`config.mk`:
```
export PLATFORM = sky130hd
export DESIGN_NAME = wphf_ctrl
export DESIGN_NICKNAME = d
export VERILOG_FILES = /design/src/rtl/wphf_pkg.sv /design/src/rtl/wphf_ctrl.sv
export SDC_FILE = /design/constraint.sdc
export NUM_CORES = 1
export LEC_CHECK = 0
export BUFFER_PORTS_ARGS = -buffer_cell sky130_fd_sc_hd__buf_2
export CELL_PAD_IN_SITES_DETAIL_PLACEMENT = 2
export CELL_PAD_IN_SITES_GLOBAL_PLACEMENT = 2
export CORE_MARGIN = 4
export CORE_UTILIZATION = 28
export DETAILED_ROUTE_END_ITERATION = 6
export GPL_ROUTABILITY_DRIVEN = 0
export GPL_TIMING_DRIVEN = 1
export PLACE_DENSITY = 0.76
export RECOVER_POWER = 25
export SLEW_MARGIN = 20
export SYNTH_ARGS = -nofsm -noshare
export SYNTH_HDL_FRONTEND = slang
export SYNTH_SLANG_ARGS = --single-unit
```
`constraint.sdc`:
```
create_clock -name clk_i -period 2.7 [get_ports clk_i]
set_input_delay 0.405 -clock clk_i [delete_from_list [all_inputs] [get_ports clk_i]]
set_output_delay 0.405 -clock clk_i [all_outputs]
set_load 0.02 [all_outputs]
```
`src/rtl/wphf_pkg.sv`:
```
// ----------------------------------------------------------------------------
// wphf_pkg
// Shared types, constants and the arctangent table of the waypoint follower.
// ----------------------------------------------------------------------------
package wphf_pkg;

  localparam int unsigned MAX_WAYPOINTS_DEF   = 128;
  localparam int unsigned ATAN_ITERATIONS_DEF = 16;

  // Widths fixed by the item fields.
  localparam int unsigned COORD_W = 24;
  localparam int unsigned CORDIC_W = 28;
  localparam int unsigned ITER_W = 5;
  localparam int unsigned ERR_W = 18;

  localparam logic signed [ERR_W-1:0] PI_Q13 = 18'sd25736;
  localparam logic signed [ERR_W-1:0] TWO_PI_Q13 = 18'sd51472;
  localparam logic signed [CORDIC_W-1:0] HALF_PI_Q24 = 28'sd26353589;
  localparam logic signed [CORDIC_W-1:0] ROUND_Q24 = 28'sd1024;

  typedef enum logic [1:0] {
    OP_POSITION = 2'd0,
    OP_HEADING  = 2'd1,
    OP_WAYPOINT = 2'd2,
    OP_UNUSED   = 2'd3
  } op_e;

  typedef enum logic [2:0] {
    REG_TOLERANCE = 3'd0,
    REG_TURN_RATE = 3'd1,
    REG_FWD_SPEED = 3'd2,
    REG_HALF_WIDTH = 3'd3,
    REG_ROUTE_LEN = 3'd4
  } reg_e;

  typedef enum logic [2:0] {
    ST_IDLE,
    ST_INIT,
    ST_ITER,
    ST_ERR,
    ST_DECIDE,
    ST_OUT_STEER,
    ST_OUT_STOP
  } state_e;

  typedef struct packed {
    logic [14:0] tolerance;
    logic [14:0] turn_rate;
    logic [14:0] fwd_speed;
    logic [22:0] half_width;
    logic [7:0]  route_len;
  } cfg_t;

  typedef struct packed {
    logic              load_pos;
    logic              wr_wp;
    logic              start;
    logic              init;
    logic              iter;
    logic [ITER_W-1:0] iter_idx;
    logic              calc_err;
    logic              decide;
    logic              load_stop;
  } cmd_t;

  typedef struct packed {
    logic arrived;
  } status_t;

  // Arctangent of 2^-i in units of 2^-24 rad.
  function automatic logic signed [CORDIC_W-1:0] atan_q24(input logic [ITER_W-1:0] idx);
    logic signed [CORDIC_W-1:0] v;
    begin
      case (idx)
        5'd0:  v = 28'sd13176795;
        5'd1:  v = 28'sd7778716;
        5'd2:  v = 28'sd4110060;
        5'd3:  v = 28'sd2086331;
        5'd4:  v = 28'sd1047214;
        5'd5:  v = 28'sd524117;
        5'd6:  v = 28'sd262123;
        5'd7:  v = 28'sd131069;
        5'd8:  v = 28'sd65536;
        5'd9:  v = 28'sd32768;
        5'd10: v = 28'sd16384;
        5'd11: v = 28'sd8192;
        5'd12: v = 28'sd4096;
        5'd13: v = 28'sd2048;
        5'd14: v = 28'sd1024;
        5'd15: v = 28'sd512;
        5'd16: v = 28'sd256;
        5'd17: v = 28'sd128;
        5'd18: v = 28'sd64;
        5'd19: v = 28'sd32;
        5'd20: v = 28'sd16;
        5'd21: v = 28'sd8;
        5'd22: v = 28'sd4;
        5'd23: v = 28'sd2;
        default: v = '0;
      endcase
      return v;
    end
  endfunction

endpackage

```
`src/rtl/wphf_ctrl.sv`:
```
// ----------------------------------------------------------------------------
// wphf_ctrl
// Sequencer for one item: route read, CORDIC iterations, decision, results.
// ----------------------------------------------------------------------------
module wphf_ctrl #(
  parameter int unsigned ATAN_ITERATIONS = wphf_pkg::ATAN_ITERATIONS_DEF
) (
  input  logic              clk_i,
  input  logic              rst_ni,
  input  logic              in_valid_i,
  output logic              in_ready_o,
  input  logic [1:0]        operation_i,
  output logic              out_valid_o,
  input  logic              out_ready_i,
  input  wphf_pkg::status_t status_i,
  output wphf_pkg::cmd_t    cmd_o
);
  import wphf_pkg::*;

  state_e state_q, state_d;
  logic [ITER_W-1:0] cnt_q, cnt_d;

  always_ff @(posedge clk_i or negedge rst_ni) begin
    if (!rst_ni) begin
      state_q <= ST_IDLE;
      cnt_q   <= '0;
    end else begin
      state_q <= state_d;
      cnt_q   <= cnt_d;
    end
  end

  always_comb begin
    state_d     = state_q;
    cnt_d       = cnt_q;
    in_ready_o  = 1'b0;
    out_valid_o = 1'b0;
    cmd_o       = '0;
    cmd_o.iter_idx = cnt_q;
    unique case (state_q)
      ST_IDLE: begin
        // Ready is always high here, so a valid beat is an accepted beat.
        in_ready_o = 1'b1;
        if (in_valid_i) begin
          case (op_e'(operation_i))
            OP_POSITION: cmd_o.load_pos = 1'b1;
            OP_WAYPOINT: cmd_o.wr_wp = 1'b1;
            OP_HEADING: begin
              cmd_o.start = 1'b1;
              state_d = ST_INIT;
            end
            default: ;
          endcase
        end
      end
      ST_INIT: begin
        cmd_o.init = 1'b1;
        cnt_d = '0;
        state_d = ST_ITER;
      end
      ST_ITER: begin
        cmd_o.iter = 1'b1;
        cnt_d = cnt_q + 1'b1;
        if (cnt_q == ITER_W'(ATAN_ITERATIONS - 1)) begin
          state_d = ST_ERR;
        end
      end
      ST_ERR: begin
        cmd_o.calc_err = 1'b1;
        state_d = ST_DECIDE;
      end
      ST_DECIDE: begin
        cmd_o.decide = 1'b1;
        state_d = ST_OUT_STEER;
      end
      ST_OUT_STEER: begin
        out_valid_o = 1'b1;
        if (out_ready_i) begin
          if (status_i.arrived) begin
            cmd_o.load_stop = 1'b1;
            state_d = ST_OUT_STOP;
          end else begin
            state_d = ST_IDLE;
          end
        end
      end
      ST_OUT_STOP: begin
        out_valid_o = 1'b1;
        if (out_ready_i) begin
          state_d = ST_IDLE;
        end
      end
      default: state_d = ST_IDLE;
    endcase
  end

endmodule

```
* After elaboration in Yosys (flattened, before gate mapping)
Index checks and enable logic that the tools add are counted.
** Word-level totals
- Logic and storage cells :: 44
- Flip-flop bits (word level) :: 8
** Cells by class
- $add $sub $neg :: 1
- Multiplexer cells :: 22
- Equal/unequal tests :: 14
- Reductions and logical operators :: 5
** Operators with widths (number)
- $mux 3 :: 8
- $pmux 3 s7 :: 1
- $mux 1 :: 12
- $pmux 5 s2 :: 1
- $eq 3x3->1 const B :: 3
- $ne 2x2->1 const B :: 4
- $eq 3x2->1 const B :: 2
- $add 5x1->5 const B :: 1
- $eq 5x4->1 const B :: 1
- $reduce_and 5->1 :: 1
- $eq 3x1->1 const B :: 1
- $logic_not 3->1 :: 1
- $eq 2x1->1 const B :: 1
- $eq 2x2->1 const B :: 1
- $logic_not 2->1 :: 1
- $ne 2x1->1 const B :: 1
- $reduce_bool 2->1 :: 1
- $reduce_or 2->1 :: 1

* Longest topological paths before layout
- Depth in word-level cells :: 4
- Depth in mapped cells :: 6

* Worst setup path before layout
No wires, ideal clock.
- Kind :: register to output
- Start point :: register state_q[0]
- End point :: output port cmd_o[12] (netlist name)
- Arrival time :: 1.443 ns
- Setup slack :: 0.852 ns
- Buffers on the path :: 0
- Stages on the path, launching flop included :: 3
- Required time :: 2.295 ns
- Cell sequence :: dfrtp_1 > nor3_1 > and4bb_2
** RTL lines
- start: declaration :: line wphf_ctrl.sv:20 : state_e state_q, state_d;
- start signal: assignment :: line wphf_ctrl.sv:28 : state_q <= state_d;
- end: declaration :: line wphf_ctrl.sv:16 : output wphf_pkg::cmd_t cmd_o

==> results.md <==
- no — unrepaired setup endpoints after global routing
- in2reg — Hold WC Path Type
- 0 — antenna viol nets, final
- 15 — row cnt
- 33 — number of library cell types mapped by synthesis
- 0.480 mV — highest ir drop seen on vdd
- 9.27 sq um — mean cell area of the mapped netlist
- simple AND/OR/NAND/NOR gates — combinational family with the most area after synthesis
- 0.337 — fraction of final layout cells with drive strength greater than 1
- output pin — kind of end point of the critical path
- 1 — CTS Hold Buffers Added
- 0.0442 — adder and majority cell fraction of the synthesized area
- 518 ps — final worst hold slack
- 2 — Pre-Repair DR Iteration Count
- complete, no violations — status
- 3 — total clock buffers created by CTS
- 0.634 — worst slew margin relative to its limit
- 2.89 mm — wire length of the first global-routing pass
- 0.354 — sequential share of the synthesized area
- 94 — number of nets in the layout
- 2300 ps — endpoint required time on the critical path
- 22 — number of top-level pins
- 8 — #FFs+latches synth
- 707 sq um — post-route design area
- 548 ps — worst slew pin tran
- flip-flop — type of element launching the critical path
- 223 — count of filler cells inserted in the layout
- 324 sq um — total area of multi-input combinational cells
- 1080 nW/um^2 — Power Density
- 0 — number of slew-limit violations in the final report
- 0.0177 — mux cell area share after synthesis
- 0.143 — Tot GR Track Use
- 6 — worst reg-to-reg path cell count
- 0 — post-synthesis share of cell area spent on xor and xnor gates
- 0.752 — final cycle utilization of the critical path
- 676 sq um — Cell Area, Placed
- 9.59 ps — Final Skew
- 8 — CTS sink cnt
- 16 — highest fanout seen on the critical path
- 2 — starting DRC count in detailed routing
- buf_2 (20), dfrtp_1 (8), a21oi_1 (7) — top library cells by usage in the layout, fill and taps aside
- 200 sq um — area taken by flip-flops and latches
- 3 — number of cells on the worst hold path
- 104 — cell total after placement
- 0.360 nW — Lkg Pwr
- 0 — ant diodes
- 2 — clock buffer depth
- 61 — gate count of the mapped netlist
- 0.208 — Compound-Gate Fraction of Synth Area
- dfrtp_1 — cell taking the most area after synthesis
- 0.303 — Simple-Gate Fraction of Synth Area
- 5.24 — vias per cell
- 1630 ps — worst endpoint data arrival time
- 21 — count of buffers inserted at the top-level ports
- 0 — Max Cap Violations
- 492 MHz — fmax
- 0.388 — final design utilization
- clkbuf_4 — cell chosen for the clock root
- 15.8 um — detail-routed net length per standard cell
- 0 — count of cells resized by post-cts repair
- 250 ps — worst skew pair latency
- 0 — count of unresolved DRC violations after routing
- 70 — Synth Net Count
- 0 — final setup violation count
- 52.9 um — die extent in x
- 611 — vias in the first global route
- 60 ps — Clock transition at path regs
- 52.9 um — die extent in y
- buf_2 — most common library cell in the layout ignoring fill and taps
- 2030 ps — final period demand of the worst path
- 1 — H-Tree Level Count
- 566 — count of vias placed by the detailed router
- 0 — endpoints failing hold
- 2800 sq um — overall die area
- 1820 sq um — Core Footprint
- 0 — number of buffers inserted to repair setup after CTS
- reg2out — Critical Setup Path Class
- 0 ps — setup TNS
- 566 sq um — Syn Std Cell Area
- dfrtp_1 (35%), a21oi_1 (6.2%), ha_1 (4.4%) — largest cells by area after synthesis
- 1.70 mm — total wirelength of the detailed-routed design
- 0.354 — top cell type's share of synthesized area
- built — clock tree from TritonCTS
- 1.28 mm — placed wire-length estimate
- 0.311 — initial cell density of the core
- 17 — largest net degree at the start of global routing
- 0 — Warnings, synthesis
- 108 — Post-Layout Cell Count
- 0 — total overflow reported by the global router
- 0 — initial antenna violation count
- 25.0% — Synth-to-Final Area Change
## power by group
group          switching, mW  internal, mW  total [mW]
Combinational          0.231         0.154       0.386
Clock                 0.0391        0.0508      0.0898
Sequential             0.120         0.167       0.287
Total                  0.390         0.372       0.762
## per-stage QoR
stage          total power, mW  setup slack, ps
2_1_floorplan            0.549              852
3_3_place_gp             0.656             1040
3_5_place_dp             0.672              937
4_1_cts                  0.777              651
5_1_grt                  0.843              486
6_report                 0.762              669
## logic make-up (layout without fill, tap and decap cells)
kind of cell | count (synthesis) | count (layout)
buf+inv | 7 | 29
compound gates | 20 | 20
fa+ha+maj | 2 | 2
simple gates | 23 | 23
flops | 8 | 8
mux | 1 | 1
## critical path, stage by stage, from the launching register on
cell and delay, ps:
dfrtp_1 580, nor3_1 380, and4bb_2 260, buf_2 160
## synthesized netlist by cell type (all sizes together)
library cell / n
and3: 2
a211o: 1
mux2i: 1
a211oi: 1
a21oi: 7
inv: 4
a31oi: 1
nand4: 1
nor4b: 1
nor4: 1
nand2: 3
and4bb: 1
and2: 1
buf: 3
a221oi: 1
nor3: 2
ha: 2
o22ai: 1
nand3b: 1
nor3b: 4
o21ai: 6
nand2b: 3
a21o: 2
and4b: 1
dfrtp: 8
nor2: 1
nor2b: 1
## final timing paths
path | endpoint | start | slack (ps)
max in group asynchronous | cnt_q[3] | rst_ni | 1780
min in group asynchronous | cnt_q[0] | rst_ni | 600
worst min-delay path | state_q[1] | status_i | 520
worst max-delay path | cmd_o[12] | state_q[0] | 670
worst min register to register | cnt_q[3] | cnt_q[3] | 530
worst max register to register | cnt_q[4] | cnt_q[0] | 1140
## sequential cells by signal, summed over array words and instances (netlist names)
name     flops
cnt_q        5
state_q      3
## layer usage
metal  up-vias  part of all wire  routed length (um)  track usage
met3         2             0.059                 100       0.0423
li1        272                 -                   -            -
met5         -                 0                   0            0
met1       278              0.46                 778        0.194
met4         0            0.0041                   7       0.0383
met2        14              0.48                 817        0.217
## area by class of cell
type	instances	share of cell area
Multi-Input combinational cell	46	0.458
Sequential cell	8	0.283
Timing Repair Buffer	22	0.161
Tap cell	25	0.0442
Clock buffer	3	0.0319
Inverter	4	0.0212
No activity file was read; power rests on OpenSTA's default activity.
